File: src/rtl/sfp_pkg.sv
// ---------------------------------------------------------------------------
// sfp_pkg
// Shared constants and codes for the sample frame parser.
// ---------------------------------------------------------------------------
package sfp_pkg;

    // Header layout
    localparam int HDR_LEN   = 10;
    localparam int HDR_IDX_W = 4;
    localparam int MIN_LEN   = 12;

    // Width of the shared compare unit: covers 10 + 2*count for any 8-bit count
    localparam int CMP_W = 10;

    typedef enum logic [1:0] {
        ST_OK        = 2'd0,
        ST_SHORT     = 2'd1,
        ST_BAD_COUNT = 2'd2,
        ST_MISMATCH  = 2'd3
    } status_t;

endpackage

File: src/rtl/sfp_if.sv
// ---------------------------------------------------------------------------
// sfp_if
// Valid/ready channels for frame bytes in and sample results out.
// ---------------------------------------------------------------------------
interface sfp_in_if;
    logic       valid;
    logic       ready;
    logic [7:0] frame_byte;
    logic       end_of_frame;

    modport source (output valid, output frame_byte, output end_of_frame, input ready);
    modport sink   (input valid, input frame_byte, input end_of_frame, output ready);
endinterface

interface sfp_out_if;
    logic               valid;
    logic               ready;
    logic [1:0]         status;
    logic [7:0]         channel_id;
    logic [7:0]         boot_id;
    logic [7:0]         sequence_res;
    logic [31:0]        base_time_ms;
    logic [15:0]        interval_ms;
    logic [5:0]         sample_count;
    logic [4:0]         sample_index;
    logic signed [15:0] sample_value;
    logic               last_result;

    modport source (
        output valid, output status, output channel_id, output boot_id,
        output sequence_res, output base_time_ms, output interval_ms,
        output sample_count, output sample_index, output sample_value,
        output last_result, input ready
    );
    modport sink (
        input valid, input status, input channel_id, input boot_id,
        input sequence_res, input base_time_ms, input interval_ms,
        input sample_count, input sample_index, input sample_value,
        input last_result, output ready
    );
endinterface

File: src/rtl/sfp_ram.sv
// ---------------------------------------------------------------------------
// sfp_ram
// Simple dual-port RAM: one write port, one read port with registered data.
// ---------------------------------------------------------------------------
module sfp_ram #(
    parameter int WIDTH = 16,
    parameter int DEPTH = 32
) (
    input  logic                                      clk,
    input  logic                                      we,
    input  logic [((DEPTH > 1) ? $clog2(DEPTH) : 1)-1:0] waddr,
    input  logic [WIDTH-1:0]                          wdata,
    input  logic [((DEPTH > 1) ? $clog2(DEPTH) : 1)-1:0] raddr,
    output logic [WIDTH-1:0]                          rdata
);

    logic [WIDTH-1:0] mem [DEPTH];

    always_ff @(posedge clk)
    begin
        if (we)
        begin
            mem[waddr] <= wdata;
        end
        rdata <= mem[raddr];
    end

endmodule

File: src/rtl/sample_frame_parser_core.sv
// Non-final bytes: one beat per cycle. A final byte is followed by up to four
// checks on the shared compare unit. Valid frame: each result takes a sample
// RAM read (S_RD) and an output load (S_LOAD), which waits for output space.
// Error frame: one result, loaded from S_ERR once the output is free. Input is
// blocked from the final beat until the last result is loaded. Reset is
// asynchronous; control clears at once, the sample RAM needs no clearing pass.
// ---------------------------------------------------------------------------
// sample_frame_parser_core
// Byte-serial sensor frame parser: header capture, sample store, length and
// count checks, and per-sample result emission.
// ---------------------------------------------------------------------------
module sample_frame_parser_core
    import sfp_pkg::*;
#(
    parameter int MAX_SAMPLES = 32
) (
    input  logic           clk,
    input  logic           rst_n,
    sfp_in_if.sink         frames,
    sfp_out_if.source      results
);

    localparam int FRAME_MAX = HDR_LEN + 2 * MAX_SAMPLES;
    localparam int COUNT_SAT = FRAME_MAX + 1;
    localparam int CNT_W     = $clog2(COUNT_SAT + 1);
    localparam int IDX_W     = (MAX_SAMPLES > 1) ? $clog2(MAX_SAMPLES) : 1;

    typedef enum logic [7:0] {
        S_RECV      = 8'b0000_0001,
        S_CHK_LEN   = 8'b0000_0010,
        S_CHK_ZERO  = 8'b0000_0100,
        S_CHK_MAX   = 8'b0000_1000,
        S_CHK_MATCH = 8'b0001_0000,
        S_RD        = 8'b0010_0000,
        S_LOAD      = 8'b0100_0000,
        S_ERR       = 8'b1000_0000
    } state_t;

    state_t               state_reg, state_next;
    logic [CNT_W-1:0]     byte_count_reg, byte_count_next;
    logic [CNT_W-1:0]     len_reg, len_next;
    logic [IDX_W-1:0]     idx_reg, idx_next;
    status_t              err_reg, err_next;
    logic [7:0]           low_byte_hold_reg;
    logic [7:0]           header_reg [HDR_LEN];

    logic                 in_fire;
    logic                 out_fire;
    logic                 out_space;
    logic [CNT_W-1:0]     pos;
    logic [CNT_W-1:0]     off;
    logic [CNT_W-1:0]     count_inc;

    logic                 ram_we;
    logic [IDX_W-1:0]     ram_waddr;
    logic [15:0]          ram_rdata;

    logic [CMP_W-1:0]     cmp_a, cmp_b;
    logic                 cmp_lt, cmp_eq;

    logic                 load_ok, load_err;

    // Output register
    logic                 out_valid_reg;
    status_t              status_reg;
    logic [7:0]           channel_id_reg, boot_id_reg, sequence_res_reg;
    logic [31:0]          base_time_ms_reg;
    logic [15:0]          interval_ms_reg;
    logic [5:0]           sample_count_reg;
    logic [4:0]           sample_index_reg;
    logic signed [15:0]   sample_value_reg;
    logic                 last_result_reg;

    assign frames.ready = (state_reg == S_RECV);
    assign in_fire      = frames.valid && frames.ready;
    assign out_fire     = results.valid && results.ready;
    assign out_space    = !out_valid_reg || results.ready;

    // Byte position bookkeeping
    assign pos       = byte_count_reg;
    assign off       = pos - CNT_W'(HDR_LEN);
    assign count_inc = (pos < CNT_W'(COUNT_SAT)) ? pos + 1'b1 : pos;

    assign ram_we    = in_fire && (pos < CNT_W'(FRAME_MAX)) && (pos >= CNT_W'(HDR_LEN))
                       && off[0];
    assign ram_waddr = IDX_W'(off >> 1);

    sfp_ram #(
        .WIDTH (16),
        .DEPTH (MAX_SAMPLES)
    ) u_sample_ram (
        .clk   (clk),
        .we    (ram_we),
        .waddr (ram_waddr),
        .wdata ({frames.frame_byte, low_byte_hold_reg}),
        .raddr (idx_reg),
        .rdata (ram_rdata)
    );

    // Shared compare unit, operands picked by the sequencer
    always_comb
    begin
        cmp_a = '0;
        cmp_b = '0;
        unique case (state_reg)
            S_CHK_LEN:
            begin
                cmp_a = CMP_W'(len_reg);
                cmp_b = CMP_W'(MIN_LEN);
            end
            S_CHK_ZERO:
            begin
                cmp_a = CMP_W'(header_reg[HDR_LEN-1]);
                cmp_b = CMP_W'(1);
            end
            S_CHK_MAX:
            begin
                cmp_a = CMP_W'(MAX_SAMPLES);
                cmp_b = CMP_W'(header_reg[HDR_LEN-1]);
            end
            S_CHK_MATCH:
            begin
                cmp_a = CMP_W'(len_reg);
                cmp_b = {1'b0, header_reg[HDR_LEN-1], 1'b0} + CMP_W'(HDR_LEN);
            end
            S_LOAD:
            begin
                cmp_a = CMP_W'(idx_reg) + 1'b1;
                cmp_b = CMP_W'(header_reg[HDR_LEN-1]);
            end
            default:
            begin
                cmp_a = '0;
                cmp_b = '0;
            end
        endcase
    end

    assign cmp_lt = (cmp_a < cmp_b);
    assign cmp_eq = (cmp_a == cmp_b);

    // Sequencer
    always_comb
    begin
        state_next      = state_reg;
        byte_count_next = byte_count_reg;
        len_next        = len_reg;
        idx_next        = idx_reg;
        err_next        = err_reg;
        load_ok         = 1'b0;
        load_err        = 1'b0;
        unique case (state_reg)
            S_RECV:
            begin
                if (in_fire)
                begin
                    if (frames.end_of_frame)
                    begin
                        len_next        = count_inc;
                        byte_count_next = '0;
                        state_next      = S_CHK_LEN;
                    end
                    else
                    begin
                        byte_count_next = count_inc;
                    end
                end
            end
            S_CHK_LEN:
            begin
                if (cmp_lt)
                begin
                    err_next   = ST_SHORT;
                    state_next = S_ERR;
                end
                else
                begin
                    state_next = S_CHK_ZERO;
                end
            end
            S_CHK_ZERO:
            begin
                if (cmp_lt)
                begin
                    err_next   = ST_BAD_COUNT;
                    state_next = S_ERR;
                end
                else
                begin
                    state_next = S_CHK_MAX;
                end
            end
            S_CHK_MAX:
            begin
                if (cmp_lt)
                begin
                    err_next   = ST_BAD_COUNT;
                    state_next = S_ERR;
                end
                else
                begin
                    state_next = S_CHK_MATCH;
                end
            end
            S_CHK_MATCH:
            begin
                if (!cmp_eq)
                begin
                    err_next   = ST_MISMATCH;
                    state_next = S_ERR;
                end
                else
                begin
                    idx_next   = '0;
                    state_next = S_RD;
                end
            end
            S_RD:
            begin
                state_next = S_LOAD;
            end
            S_LOAD:
            begin
                // hold until the output register frees up
                if (out_space)
                begin
                    load_ok = 1'b1;
                    if (cmp_eq)
                    begin
                        state_next = S_RECV;
                    end
                    else
                    begin
                        idx_next   = idx_reg + 1'b1;
                        state_next = S_RD;
                    end
                end
            end
            S_ERR:
            begin
                if (out_space)
                begin
                    load_err   = 1'b1;
                    state_next = S_RECV;
                end
            end
            default:
            begin
                state_next = S_RECV;
            end
        endcase
    end

    always_ff @(posedge clk or negedge rst_n)
    begin
        if (!rst_n)
        begin
            state_reg         <= S_RECV;
            byte_count_reg    <= '0;
            len_reg           <= '0;
            idx_reg           <= '0;
            err_reg           <= ST_OK;
            low_byte_hold_reg <= '0;
            out_valid_reg     <= 1'b0;
        end
        else
        begin
            state_reg      <= state_next;
            byte_count_reg <= byte_count_next;
            len_reg        <= len_next;
            idx_reg        <= idx_next;
            err_reg        <= err_next;
            if (in_fire && (pos < CNT_W'(FRAME_MAX)) && (pos >= CNT_W'(HDR_LEN)) && !off[0])
            begin
                low_byte_hold_reg <= frames.frame_byte;
            end
            if (load_ok || load_err)
            begin
                out_valid_reg <= 1'b1;
            end
            else if (out_fire)
            begin
                out_valid_reg <= 1'b0;
            end
        end
    end

    // Header capture
    always_ff @(posedge clk)
    begin
        if (in_fire && (pos < CNT_W'(HDR_LEN)))
        begin
            header_reg[pos[HDR_IDX_W-1:0]] <= frames.frame_byte;
        end
    end

    // Output payload
    always_ff @(posedge clk)
    begin
        if (load_ok)
        begin
            status_reg       <= ST_OK;
            channel_id_reg   <= header_reg[0];
            boot_id_reg      <= header_reg[1];
            sequence_res_reg <= header_reg[2];
            base_time_ms_reg <= {header_reg[6], header_reg[5], header_reg[4], header_reg[3]};
            interval_ms_reg  <= {header_reg[8], header_reg[7]};
            sample_count_reg <= header_reg[9][5:0];
            sample_index_reg <= 5'(idx_reg);
            sample_value_reg <= $signed(ram_rdata);
            last_result_reg  <= cmp_eq;
        end
        else if (load_err)
        begin
            status_reg       <= err_reg;
            channel_id_reg   <= '0;
            boot_id_reg      <= '0;
            sequence_res_reg <= '0;
            base_time_ms_reg <= '0;
            interval_ms_reg  <= '0;
            sample_count_reg <= '0;
            sample_index_reg <= '0;
            sample_value_reg <= '0;
            last_result_reg  <= 1'b1;
        end
    end

    assign results.valid        = out_valid_reg;
    assign results.status       = status_reg;
    assign results.channel_id   = channel_id_reg;
    assign results.boot_id      = boot_id_reg;
    assign results.sequence_res = sequence_res_reg;
    assign results.base_time_ms = base_time_ms_reg;
    assign results.interval_ms  = interval_ms_reg;
    assign results.sample_count = sample_count_reg;
    assign results.sample_index = sample_index_reg;
    assign results.sample_value = sample_value_reg;
    assign results.last_result  = last_result_reg;

    // Checks
    a_err_is_last: assert property (@(posedge clk) disable iff (!rst_n)
        (results.valid && (results.status != ST_OK)) |-> results.last_result)
        else $error("error result without last flag");

    a_count_sat: assert property (@(posedge clk) disable iff (!rst_n)
        byte_count_reg <= CNT_W'(COUNT_SAT))
        else $error("byte counter past saturation");

    a_eof_restart: assert property (@(posedge clk) disable iff (!rst_n)
        (in_fire && frames.end_of_frame) |=> ((byte_count_reg == '0) && !frames.ready))
        else $error("frame end did not restart counter or block input");

    a_ram_wr_recv: assert property (@(posedge clk) disable iff (!rst_n)
        ram_we |-> (state_reg == S_RECV))
        else $error("sample store written outside receive");

endmodule

File: src/flat_wrapper.sv
// flat-port wrapper written by rule: the top's interface ports become plain ports
module sample_frame_parser_core_flat import sfp_pkg::*;
#(
    parameter int MAX_SAMPLES = 32
)
  (clk, rst_n, frames_valid, frames_frame_byte, frames_end_of_frame, frames_ready, results_valid, results_status, results_channel_id, results_boot_id, results_sequence_res, results_base_time_ms, results_interval_ms, results_sample_count, results_sample_index, results_sample_value, results_last_result, results_ready);
  sfp_in_if frames_i ();
  sfp_out_if results_i ();
  input  logic clk;
  input  logic rst_n;
  input wire logic [$bits(frames_i.valid)-1:0] frames_valid;
  input wire logic [$bits(frames_i.frame_byte)-1:0] frames_frame_byte;
  input wire logic [$bits(frames_i.end_of_frame)-1:0] frames_end_of_frame;
  output wire logic [$bits(frames_i.ready)-1:0] frames_ready;
  output wire logic [$bits(results_i.valid)-1:0] results_valid;
  output wire logic [$bits(results_i.status)-1:0] results_status;
  output wire logic [$bits(results_i.channel_id)-1:0] results_channel_id;
  output wire logic [$bits(results_i.boot_id)-1:0] results_boot_id;
  output wire logic [$bits(results_i.sequence_res)-1:0] results_sequence_res;
  output wire logic [$bits(results_i.base_time_ms)-1:0] results_base_time_ms;
  output wire logic [$bits(results_i.interval_ms)-1:0] results_interval_ms;
  output wire logic [$bits(results_i.sample_count)-1:0] results_sample_count;
  output wire logic [$bits(results_i.sample_index)-1:0] results_sample_index;
  output wire logic [$bits(results_i.sample_value)-1:0] results_sample_value;
  output wire logic [$bits(results_i.last_result)-1:0] results_last_result;
  input wire logic [$bits(results_i.ready)-1:0] results_ready;
  assign frames_i.valid = frames_valid;
  assign frames_i.frame_byte = frames_frame_byte;
  assign frames_i.end_of_frame = frames_end_of_frame;
  assign frames_ready = frames_i.ready;
  assign results_valid = results_i.valid;
  assign results_status = results_i.status;
  assign results_channel_id = results_i.channel_id;
  assign results_boot_id = results_i.boot_id;
  assign results_sequence_res = results_i.sequence_res;
  assign results_base_time_ms = results_i.base_time_ms;
  assign results_interval_ms = results_i.interval_ms;
  assign results_sample_count = results_i.sample_count;
  assign results_sample_index = results_i.sample_index;
  assign results_sample_value = results_i.sample_value;
  assign results_last_result = results_i.last_result;
  assign results_i.ready = results_ready;
  sample_frame_parser_core #(.MAX_SAMPLES(MAX_SAMPLES)) u_core (.clk(clk), .rst_n(rst_n), .frames(frames_i), .results(results_i));
endmodule
File: config.mk
export PLATFORM = sky130hd
export DESIGN_NAME = sample_frame_parser_core_flat
export DESIGN_NICKNAME = d
export VERILOG_FILES = /design/src/rtl/sfp_pkg.sv /design/src/rtl/sfp_if.sv /design/src/rtl/sfp_ram.sv /design/src/rtl/sample_frame_parser_core.sv /design/src/flat_wrapper.sv
export SDC_FILE = /design/constraint.sdc
export NUM_CORES = 1
export LEC_CHECK = 0
export BUFFER_PORTS_ARGS = -buffer_cell sky130_fd_sc_hd__buf_4
export CELL_PAD_IN_SITES_DETAIL_PLACEMENT = 1
export CELL_PAD_IN_SITES_GLOBAL_PLACEMENT = 1
export CORE_MARGIN = 3
export CORE_UTILIZATION = 60
export CTS_BUF_LIST = sky130_fd_sc_hd__clkbuf_2
export CTS_CLUSTER_DIAMETER = 60
export DETAILED_ROUTE_END_ITERATION = 8
export PLACE_DENSITY = 0.85
export SYNTH_ARGS = -nofsm -noshare
export SYNTH_HDL_FRONTEND = slang
export SYNTH_SLANG_ARGS = --single-unit
File: constraint.sdc
create_clock -name clk -period 9.75 [get_ports clk]
set_input_delay 0.4875 -clock clk [delete_from_list [all_inputs] [get_ports clk]]
set_output_delay 0.4875 -clock clk [all_outputs]
set_load 0.02 [all_outputs]
==> results of run 1 <==
## per-layer routing
layer	share of wire [%]	vias to the layer above	global-route usage, %
met3	8.5	118	6.89
met5	0	-	0
li1	-	6328	-
met4	2.3	0	10.1
met2	52	892	50.3
met1	37	8053	39.2
## synthesized netlist by cell type, types with 3 or more instances
library cell and instances:
a221oi_1 6, edfxtp_1 692, ha_1 14, a22o_1 6, xor2_1 9, dfrtp_1 37, clkbuf_1 46, a22oi_1 9
nor2_1 53, nand4_1 6, and2_1 112, o31ai_1 4, o21ai_0 23, dfxtp_1 18, and3_1 5, xnor2_1 8
or3_1 4, and4_1 6, o22ai_1 3, inv_1 14, buf_2 14, nand2b_1 6, mux2_2 26, nor4_1 7
buf_1 9, nand3_1 11, a21oi_1 13, mux4_2 160, a21o_1 5, nor3_1 11, a31oi_1 3, nand2_1 25
## power by group
group / leakage (nW) / internal (mW) / switching [mW]
Combinational: 2.74 / 0.170 / 0.334
Clock: 1.26 / 0.834 / 1.27
Sequential: 6.93 / 3.63 / 0.103
## per-stage QoR
stage | utilization, % | setup slack (ns)
6_report | 68.8 | 5.39
5_1_grt | 68.8 | 5.19
4_1_cts | 68.8 | 5.45
3_5_place_dp | 64.7 | 5.49
3_3_place_gp | 64.7 | 5.54
2_1_floorplan | - | 3.94
## tightest hold or removal path: cells and delay by family
family,cells,cell delay (ns)
buf+inv,2,0.74
compound gates,2,0.14
simple gates,1,0.10
## final timing paths
path | depth (start not counted) | start | slack, ns | to
setup / recovery | 12 | u_core.idx_reg[1] | 5.39 | u_core.idx_reg[0]
hold / removal | 5 | frames_end_of_frame | 0.16 | u_core.byte_count_reg[3]
setup reg to reg | 12 | u_core.idx_reg[1] | 5.39 | u_core.idx_reg[0]
hold reg to reg | 2 | u_core.len_reg[6] | 0.50 | u_core.len_reg[6]
max in group asynchronous | 4 | rst_n | 9.21 | u_core.state_reg[0]
min in group asynchronous | 4 | rst_n | 0.25 | u_core.low_byte_hold_reg[3]
## kinds of logic after synthesis
logic type / Yosys count / synth area share [%]
xor+xnor: 17 / 0.518
flops: 748 / 76.9
fa+ha+maj: 14 / 0.610
buf+inv: 86 / 1.24
compound gates: 86 / 2.04
mux: 187 / 13.6
simple gates: 260 / 5.13
## final cells by class
type | instances | area, um^2
tap | 607 | 759
timing repair buffer | 175 | 1380
antenna | 2 | 5.00
sequential | 748 | 22100
clock buffer | 264 | 1320
fill | 3877 | 14700
multi-input combinational | 564 | 6300
clock inverter | 63 | 375
inverter | 15 | 56.3
## timing repair
item | in CTS | in global routing
hold buffers | 18 | 0
endpoints found under the hold margin | 456 | 0
gates resized for setup | 0 | 0
==> summary.txt, run 1 <==
Status
  • Status: completed

Routing
  • Per-cell routed wire length: 29.8 um
  • DR DRC count: 0
  • Number of DRC markers in iteration 0: 1598
  • Routed vias/inst: 6.31
  • First drt pass iteration count: 5
  • Antenna Violating Nets Remaining: 0
  • Routed WL: 72.6 mm
  • Vias: 15400

Worst setup path
  • Buffer and inverter count on the worst path: 1
  • CP Launch Type: flop
  • Max stage delay on crit path: 0.93 ns
  • CP required: 10.98 ns
  • Crit path DAT: 5.60 ns
  • CP Capture Type: flop
  • Crit-path max FO: 73
  • Top delay family on crit path: buffers and inverters
  • CP Class: reg2reg
  • Crit path cell chain: buf_4 -> ha_1 -> nand3_1 -> xor2_1 -> nor2_1 -> a221o_1 -> ha_1 -> and2_1 -> and4_1 -> mux2i_1 -> nor2_2 -> mux2_2
  • CP dominant cell by count: ha_1
  • Crit-path slowest cell: buf_4

Layout
  • Most common cell after layout, fill and taps aside: edfxtp_1
  • Commonest cells after routing, fill and taps aside: edfxtp_1, clkbuf_2, mux4_2
  • Finished Cell Area: 32300 um^2
  • Max reg flops: 512
  • Fraction of layout cells with a size suffix above 1: 35.2%
  • Syn-to-layout area delta: 12.4%
  • Post-Layout Cell Count: 2438
  • Final net count: 1708

Global routing
  • Pin count of the biggest net entering global routing: 89
  • Vias in the first global route: 16500
  • Total GRT Usage: 29.9%
  • First-pass GRT wire length: 108 mm
  • Congestion Overflow GR: 0
  • Antenna violations before repair: 3

Clock tree
  • Clk sinks: 748
  • Clock tree from TritonCTS: built
  • Reg clk slew, reported paths: 0.12 ns
  • H-Tree Depth: 4
  • Clk root buf: clkbuf_2
  • Clock buffer depth: 3
  • Setup Fix Bufs, Post-CTS: 0
  • Cts bufs inserted: 177
  • Later-pin clock latency in the skew report: 1.39 ns

Placement
  • Inst Count DP: 2091
  • Post-detail-place hpwl: 40.1 mm
  • # port buffers: 116
  • Global placer's final weighted congestion: 0.842
  • Cell Area, Placed: 30400 um^2

Floorplan
  • Die X: 225 um
  • Core Footprint: 47000 um^2
  • Die area: 50600 um^2
  • Initial Utilization: 61.2%
  • I/O pins: 117
  • Die height: 225 um
  • FP Rows: 79

STA
  • Clock Skew: 0.112 ns
  • Worst-Margin Slew: 1.15 ns
  • Max Fclk: 229 MHz
  • Tmin final: 4.36 ns
  • Final period utilization: 44.8%
  • RSZ-0062 raised after global routing: no
  • Final hold violation count: 0
  • Post-route setup TNS: 0 ns
  • Slew headroom: 23.3%
  • Final setup violation count: 0
  • Hold WS: 0.160 ns
  • Pins Over Slew Limit: 0

Yosys
  • Dominant cells by area after synthesis: edfxtp_1, mux4_2, dfrtp_1, and2_1, dfxtp_1
  • Synth Cell Area: 28700 um^2
  • Post-synth EDFFs: 692
  • Seq/Total Area, Yosys: 76.9%
  • Syn Area/Cell: 20.6 um^2
  • Syn Nets: 1425
  • Cell variety after synth: 58
  • YS warnings: 0
  • Cell taking the most area after synthesis: edfxtp_1
  • Post-Syn Instances: 1398
  • Async SR Flop Fraction: 5.08%
  • Ys flop type: edfxtp_1
  • Yosys top cell area share: 72.3%
  • Synth Register Bits: 748

Power
  • Power density over the cells: 197 nW/um^2
  • Total power: 6.35 mW
  • Leak pwr: 10.9 nW
  • Maximum VDD drop: 0.000163 V

Run
  • Max cap viols: 0

Min path
  • HP Class: in2reg
No activity file was read; power rests on OpenSTA's default activity.
==> run 2, diff against run 1 <==
--- a/config.mk
+++ b/config.mk
@@ -9,11 +9,11 @@
 export CELL_PAD_IN_SITES_DETAIL_PLACEMENT = 1
 export CELL_PAD_IN_SITES_GLOBAL_PLACEMENT = 1
 export CORE_MARGIN = 3
-export CORE_UTILIZATION = 60
+export CORE_UTILIZATION = 51
 export CTS_BUF_LIST = sky130_fd_sc_hd__clkbuf_2
 export CTS_CLUSTER_DIAMETER = 60
 export DETAILED_ROUTE_END_ITERATION = 8
-export PLACE_DENSITY = 0.85
+export PLACE_DENSITY = 0.76
 export SYNTH_ARGS = -nofsm -noshare
 export SYNTH_HDL_FRONTEND = slang
 export SYNTH_SLANG_ARGS = --single-unit
==> constraint.sdc (replaced) <==
create_clock -name clk -period 3.9 [get_ports clk]
set_input_delay 0.195 -clock clk [delete_from_list [all_inputs] [get_ports clk]]
set_output_delay 0.195 -clock clk [all_outputs]
set_load 0.02 [all_outputs]
==> summary.txt, run 2 (synthesized netlist as in run 1, its figures left out) <==
Status
  • Status: completed

Worst setup path
  • Worst R2R Start: u_core.state_reg[7]
  • CP Launch Type: flop
  • Crit path DAT: 4.85 ns (-0.75 ns)
  • Crit-path max FO: 11 (-85%)
  • CP required: 5.08 ns (-5.90 ns)
  • Worst reg2reg path depth: 11 (-1)
  • Reg-to-reg endpoint: u_core.idx_reg[4]
  • CP Capture Type: flop
  • Worst R2R Setup Slack: 0.23 ns (-5.16 ns)
  • CP Class: reg2reg

STA
  • Tmin final: 3.67 ns (-0.691 ns)
  • Worst-Margin Slew: 1.12 ns (-0.0357 ns)
  • Pins Over Slew Limit: 0 (unchanged)
  • Post-route setup TNS: 0 ns (unchanged)
  • Slew headroom: 25.7% (+2.4 points)
  • Final setup violation count: 0 (unchanged)
  • Clock Skew: 0.0597 ns (-0.0521 ns)
  • RSZ-0062 raised after global routing: no
  • Final period utilization: 94.2% (+49 points)
  • Final hold violation count: 0 (unchanged)
  • Max Fclk: 272 MHz (+19%)

Layout
  • Most common cell after layout, fill and taps aside: edfxtp_1
  • Max reg flops: 512 (unchanged)
  • Commonest cells after routing, fill and taps aside: edfxtp_1, clkbuf_2, buf_4
  • Final net count: 1740 (+1.9%)
  • Finished Cell Area: 32700 um^2 (+1.4%)
  • Syn-to-layout area delta: 13.9%
  • Post-Layout Cell Count: 2602 (+6.7%)
  • Fraction of layout cells with a size suffix above 1: 36.6% (+1.5 points)

Global routing
  • Pin count of the biggest net entering global routing: 131 (+47%)
  • Vias in the first global route: 16300 (-0.92%)
  • Total GRT Usage: 23.9% (-5.9 points)
  • Antenna violations before repair: 2 (-1)
  • First-pass GRT wire length: 104 mm (-3.8%)
  • Congestion Overflow GR: 0 (unchanged)

Run
  • Max cap viols: 0 (unchanged)

Floorplan
  • Core Footprint: 55400 um^2 (+18%)
  • Initial Utilization: 51.9% (-9.3 points)
  • Die height: 243 um (+8.2%)
  • Die X: 243 um (+8.2%)
  • FP Rows: 86 (+8.9%)
  • Die area: 59200 um^2 (+17%)
  • I/O pins: 117 (unchanged)

Routing
  • First drt pass iteration count: 5 (unchanged)
  • Vias: 15000 (-2.9%)
  • Number of DRC markers in iteration 0: 1366 (-15%)
  • Routed WL: 69.4 mm (-4.4%)
  • DR DRC count: 0 (unchanged)
  • Routed vias/inst: 5.75 (-9.0%)
  • Per-cell routed wire length: 26.7 um (-10%)
  • Antenna Violating Nets Remaining: 0 (unchanged)

Power
  • Power density over the cells: 475 nW/um^2 (+140%)
  • Leak pwr: 11.1 nW (+1.7%)
  • Maximum VDD drop: 0.000251 V (+54%)

Clock tree
  • H-Tree Depth: 4 (unchanged)
  • Clock tree from TritonCTS: built
  • Clk root buf: clkbuf_2
  • Cts bufs inserted: 181 (+2.3%)
  • Clock buffer depth: 3 (unchanged)
  • Reg clk slew, reported paths: 0.11 ns (about the same)
  • Clk sinks: 748 (unchanged)
  • Later-pin clock latency in the skew report: 1.35 ns (-0.04 ns)

Min path
  • Hold path startpoint: frames_valid
  • Hold depth: 5 (unchanged)
  • Worst Hold End: u_core.low_byte_hold_reg[4]
  • HP Class: in2reg

Placement
  • Global placer's final weighted congestion: 0.845 (+0.28%)
  • Cell Area, Placed: 30700 um^2 (+0.97%)
  • Inst Count DP: 2241 (+7.2%)
  • # port buffers: 116 (unchanged)
  • Post-detail-place hpwl: 40.0 mm (-0.13%)
-- run 2: worst max path at each step --
| stage | start | end | slack (ns) | cells past startpoint |
|---|---|---|---|---|
| after floorplan | u_core.state_reg[7] | u_core.idx_reg[0] | 0.70 | 12 |
| after global placement | u_core.state_reg[7] | u_core.idx_reg[0] | 0.31 | 11 |
| after detailed placement | u_core.state_reg[7] | u_core.idx_reg[4] | 0.12 | 11 |
| after CTS | u_core.state_reg[7] | u_core.idx_reg[4] | 0.09 | 11 |
| after global routing | u_core.state_reg[7] | u_core.idx_reg[4] | 0.06 | 11 |
| final | u_core.state_reg[7] | u_core.idx_reg[4] | 0.23 | 11 |
-- run 2: power by group --
group	switching [mW]	internal, mW
clock	3.05	1.90
combinational	0.815	0.468
sequential	0.242	9.08
total	4.10	11.4
-- run 2: what timing repair did --
action,4_1_cts,5_1_grt
endpoints found under the hold margin,1127,0
hold buffers,35,0
endpoints found under the setup margin,0,5
buffers inserted,0,2
resized for setup,0,2
-- run 2: critical path: stages, from the launching register on --
cell,delay [ns]
dfrtp_2,0.50
or4_4,0.60
nor3_1,0.24
and3b_2,0.35
a221oi_1,0.13
o31ai_1,0.13
ha_1,0.30
and2_1,0.18
and4_1,0.24
mux2i_1,0.21
nor2_2,0.30
mux2_2,0.37
-- run 2: area by class of cell --
class	instances	area, um^2
well taps	748	936
flip-flops and latches	748	22100
clock inverters	37	153
clock buffers	282	1410
multi-input cells	564	6300
diodes	5	12.5
repair buffers	203	1770
fillers	4920	22700
inverters	15	56.3
-- run 2: per-stage QoR --
stage,hold WS (ns),power [mW],utilization (%),worst slack (ns)
after global routing,0.148,16.3,59.1,0.0567
after floorplan,-0.101,10.1,-,0.698
final,0.294,15.5,59.1,0.227
after CTS,0.0889,15.7,59.0,0.0882
after global placement,0.230,10.7,55.4,0.312
after detailed placement,0.231,10.7,55.4,0.118
-- run 2: routing by layer --
metal | routed length, um | track usage, % | vias up
met3 | 4500 | 4.90 | 111
met5 | 0 | 0 | -
met1 | 27700 | 30.8 | 7815
met2 | 35000 | 39.8 | 646
met4 | 2220 | 10.6 | 0
li1 | - | - | 6379
==> run 3, diff against run 2 <==
--- a/config.mk
+++ b/config.mk
@@ -5,11 +5,12 @@
 export SDC_FILE = /design/constraint.sdc
 export NUM_CORES = 1
 export LEC_CHECK = 0
+export ABC_AREA = 1
 export BUFFER_PORTS_ARGS = -buffer_cell sky130_fd_sc_hd__buf_4
 export CELL_PAD_IN_SITES_DETAIL_PLACEMENT = 1
 export CELL_PAD_IN_SITES_GLOBAL_PLACEMENT = 1
 export CORE_MARGIN = 3
-export CORE_UTILIZATION = 51
+export CORE_UTILIZATION = 48
 export CTS_BUF_LIST = sky130_fd_sc_hd__clkbuf_2
 export CTS_CLUSTER_DIAMETER = 60
 export DETAILED_ROUTE_END_ITERATION = 8
==> summary.txt, run 3 <==
Clock tree
  • Clock buffer depth: 3 (unchanged)
  • Clk sinks: 748 (unchanged)
  • Cts bufs inserted: 180 (-0.55%)
  • Post-CTS sizing: 0 (unchanged)
  • Later-pin clock latency in the skew report: 1.38 ns (+0.03 ns)
  • Clk root buf: clkbuf_2
  • Clock tree from TritonCTS: built
  • H-Tree Depth: 4 (unchanged)
  • Reg clk slew, reported paths: 0.11 ns (about the same)

STA
  • Worst-Margin Slew: 1.42 ns (+0.309 ns)
  • Clock Skew: 0.0886 ns (+0.0289 ns)
  • Final hold violation count: 0 (unchanged)
  • Final setup violation count: 0 (unchanged)
  • Max Fclk: 286 MHz (+5.0%)
  • RSZ-0062 raised after global routing: no
  • Slew headroom: 5.04% (-21 points)
  • Tmin final: 3.50 ns (-0.175 ns)
  • Pins Over Slew Limit: 0 (unchanged)
  • Final period utilization: 89.7% (-4.5 points)
  • Post-route setup TNS: 0 ns (unchanged)

Worst setup path
  • CP required: 5.14 ns (+0.06 ns)
  • Crit-path slowest cell: dlygate4sd3_1
  • Crit path DAT: 4.74 ns (-0.11 ns)
  • CP Capture Type: flop
  • Worst reg2reg path depth: 17 (+6)
  • Reg-to-reg endpoint: u_core.state_reg[0]
  • Worst R2R Start: u_core.state_reg[6]
  • CP dominant cell by count: nand2_1
  • CP Launch Type: flop
  • Worst R2R Setup Slack: 0.40 ns (+0.17 ns)
  • CP Class: reg2reg
  • Crit path cell chain: nor2_2 -> nand2_1 -> inv_1 -> nand4_1 -> inv_1 -> nor2_1 -> inv_1 -> a21oi_1 -> o21ai_0 -> ha_1 -> nand4_1 -> nor3_1 -> nand4_1 -> nand2_1 -> nand2_1 -> nand2_1 -> dlygate4sd3_1
  • Crit-path max FO: 4 (-7)
  • Max stage delay on crit path: 0.56 ns (-0.04 ns)

Floorplan
  • Die area: 63800 um^2 (+7.7%)
  • FP Rows: 89 (+3.5%)
  • Die X: 253 um (+3.8%)
  • Initial Utilization: 49.0% (-2.9 points)
  • I/O pins: 117 (unchanged)
  • Core Footprint: 59600 um^2 (+7.5%)
  • Die height: 253 um (+3.8%)

Yosys
  • Syn Area/Cell: 12.9 um^2 (-37%)
  • Cell variety after synth: 45 (-22%)
  • Synth Register Bits: 748 (unchanged)
  • Synth Cell Area: 29200 um^2 (+1.5%)
  • Post-Syn Instances: 2265 (+62%)
  • Seq/Total Area, Yosys: 75.7% (-1.1 points)
  • Dominant cells by area after synthesis: edfxtp_1, nor2_1, o21ai_0, dfrtp_1, nand2_1
  • Post-synth EDFFs: 692 (unchanged)
  • Yosys top cell area share: 71.2% (-1.1 points)
  • Most frequent cell after synthesis: edfxtp_1
  • Ys flop type: edfxtp_1
  • Cell taking the most area after synthesis: edfxtp_1
  • Async SR Flop Fraction: 5.08% (unchanged)
  • Post-synth top cells: edfxtp_1, nor2_1, nand2_1
  • Syn Nets: 2292 (+61%)
  • YS warnings: 0 (unchanged)

Placement
  • Post-detail-place hpwl: 48.2 mm (+21%)
  • # port buffers: 116 (unchanged)
  • Global placer's final weighted congestion: 0.881 (+4.2%)

Routing
  • Routed vias/inst: 5.77 (+0.49%)
  • First drt pass iteration count: 5 (unchanged)
  • Per-cell routed wire length: 24.4 um (-8.6%)
  • Antenna Violating Nets Remaining: 0 (unchanged)
  • Routed WL: 84.3 mm (+21%)
  • Vias: 20000 (+34%)
  • Number of DRC markers in iteration 0: 1959 (+43%)
  • DR DRC count: 0 (unchanged)

Layout
  • Fraction of layout cells with a size suffix above 1: 18.9% (-18 points)
  • Final net count: 2580 (+48%)
  • Max reg flops: 512 (unchanged)
  • Commonest cells after routing, fill and taps aside: edfxtp_1, nor2_1, clkbuf_2
  • Fillers: 6034 (+23%)
  • Syn-to-layout area delta: 14.1%
  • Post-Route Utilization: 55.9% (-3.2 points)
  • Most common cell after layout, fill and taps aside: edfxtp_1

Power
  • Clk pwr share: 31.8% (about the same)
  • Total power: 16.3 mW (+4.9%)
  • Comb power frac: 9.6% (+1.3 points)
  • Maximum VDD drop: 0.000252 V (+0.18%)
  • Power density over the cells: 490 nW/um^2 (+3.2%)
  • Sw frac: 27.8% (+1.4 points)
  • Sequential share of power: 58.6% (-1.4 points)
  • Leak pwr: 12.6 nW (+13%)
  • Psw: 4.54 mW (+11%)
  • Internal power: 11.8 mW (+2.9%)

Status
  • Status: completed

Min path
  • HP Class: in2reg
  • Hold depth: 6 (+1)
  • Worst Hold End: u_core.state_reg[6]
  • Hold path startpoint: results_ready

Global routing
  • Congestion Overflow GR: 0 (unchanged)
  • Antenna violations before repair: 4 (+2)
  • Total GRT Usage: 26.5% (+2.6 points)
  • Pin count of the biggest net entering global routing: 186 (+42%)
  • Vias in the first global route: 21400 (+31%)
  • First-pass GRT wire length: 127 mm (+22%)

Run
  • Max cap viols: 0 (unchanged)
[run 3: changes by cell type in the layout (fill, tap and decap cells not counted), sizes merged, moves of 113 or more]
| cell | delta |
|---|---|
| inv | +144 |
| nor2 | +320 |
| and2 | -113 |
| mux4 | -160 |
| nand2 | +211 |
| o21ai | +230 |
[run 3: worst max-delay path by stage]
stage / startpoint / endpoint / slack (ns)
after floorplan: u_core.state_reg[1] / u_core.results.base_time_ms[0] / 0.94
after CTS: u_core.state_reg[2] / u_core.state_reg[0] / 0.46
after global placement: u_core.state_reg[1] / u_core.idx_reg[0] / 0.85
final: u_core.state_reg[6] / u_core.state_reg[0] / 0.40
after global routing: u_core.state_reg[6] / u_core.state_reg[0] / 0.05
after detailed placement: u_core.state_reg[2] / u_core.idx_reg[0] / 0.62
[run 3: area by class of cell]
type	count	area, um^2	share of cell area (%)
Clock inverter	51	317	0.951
Timing Repair Buffer	226	1990	5.97
Antenna cell	1	2.50	0.00752
Inverter	163	621	1.86
Tap cell	773	967	2.91
Sequential cell	748	22100	66.4
Clock buffer	262	1310	3.94
Multi-Input combinational cell	1234	5980	18.0
[run 3: cells by family (layout without fill, tap and decap cells)]
logic type                 count (synthesis)  in the layout  synth area share [%]
adders and majority gates                 14             14                 0.600
AOI/OAI and AO/OA                        486            486                  9.47
other                                      0              1                     0
buffers and inverters                    283            702                  3.80
xor gates and xnor gates                   6              6                 0.180
DFF                                      748            748                  75.7
and+or+nand+nor                          728            728                  10.2
[run 3: worst max-delay path, delay by kind of cell (launching register included)]
kind / cells / cell delay, ns
compound gates: 2 / 0.26
fa+ha+maj: 1 / 0.34
buf+inv: 4 / 0.94
flops: 1 / 0.42
simple gates: 10 / 1.42
[run 3: through the flow]
stage / instance area, um^2 / hold WS [ns] / std cells / worst slack (ns)
4_1_cts: 33300 / 0.118 / 3457 / 0.456
3_5_place_dp: 31100 / 0.211 / 3107 / 0.623
3_3_place_gp: 31100 / 0.202 / 3107 / 0.854
2_1_floorplan: 29200 / -0.101 / 2265 / 0.938
5_1_grt: 33300 / 0.241 / 3458 / 0.0475
6_report: 33300 / 0.271 / 3458 / 0.402
[run 3: what timing repair did]
action / in CTS / in global routing
hold buffers: 37 / 0
endpoints found under the setup margin: 0 / 0
buffers inserted: 0 / 0
hold endpoints to repair: 825 / 0
[run 3: power by group through the flow]
stage | Combinational (mW) | Sequential (mW) | Clock [mW]
2_1_floorplan | 0.649 | 9.79 | 0
3_3_place_gp | 1.37 | 9.71 | 0
3_5_place_dp | 1.46 | 9.74 | 0
4_1_cts | 1.55 | 9.55 | 5.30
5_1_grt | 1.70 | 9.59 | 5.74
6_report | 1.57 | 9.56 | 5.18
[run 3: metal layers]
layer	share of wire [%]	vias up	global-route usage, %
li1	-	8814	-
met3	8.5	173	6.73
met4	3.3	4	11.6
met1	40	10100	34.0
met2	49	919	43.0
met5	0.024	-	0
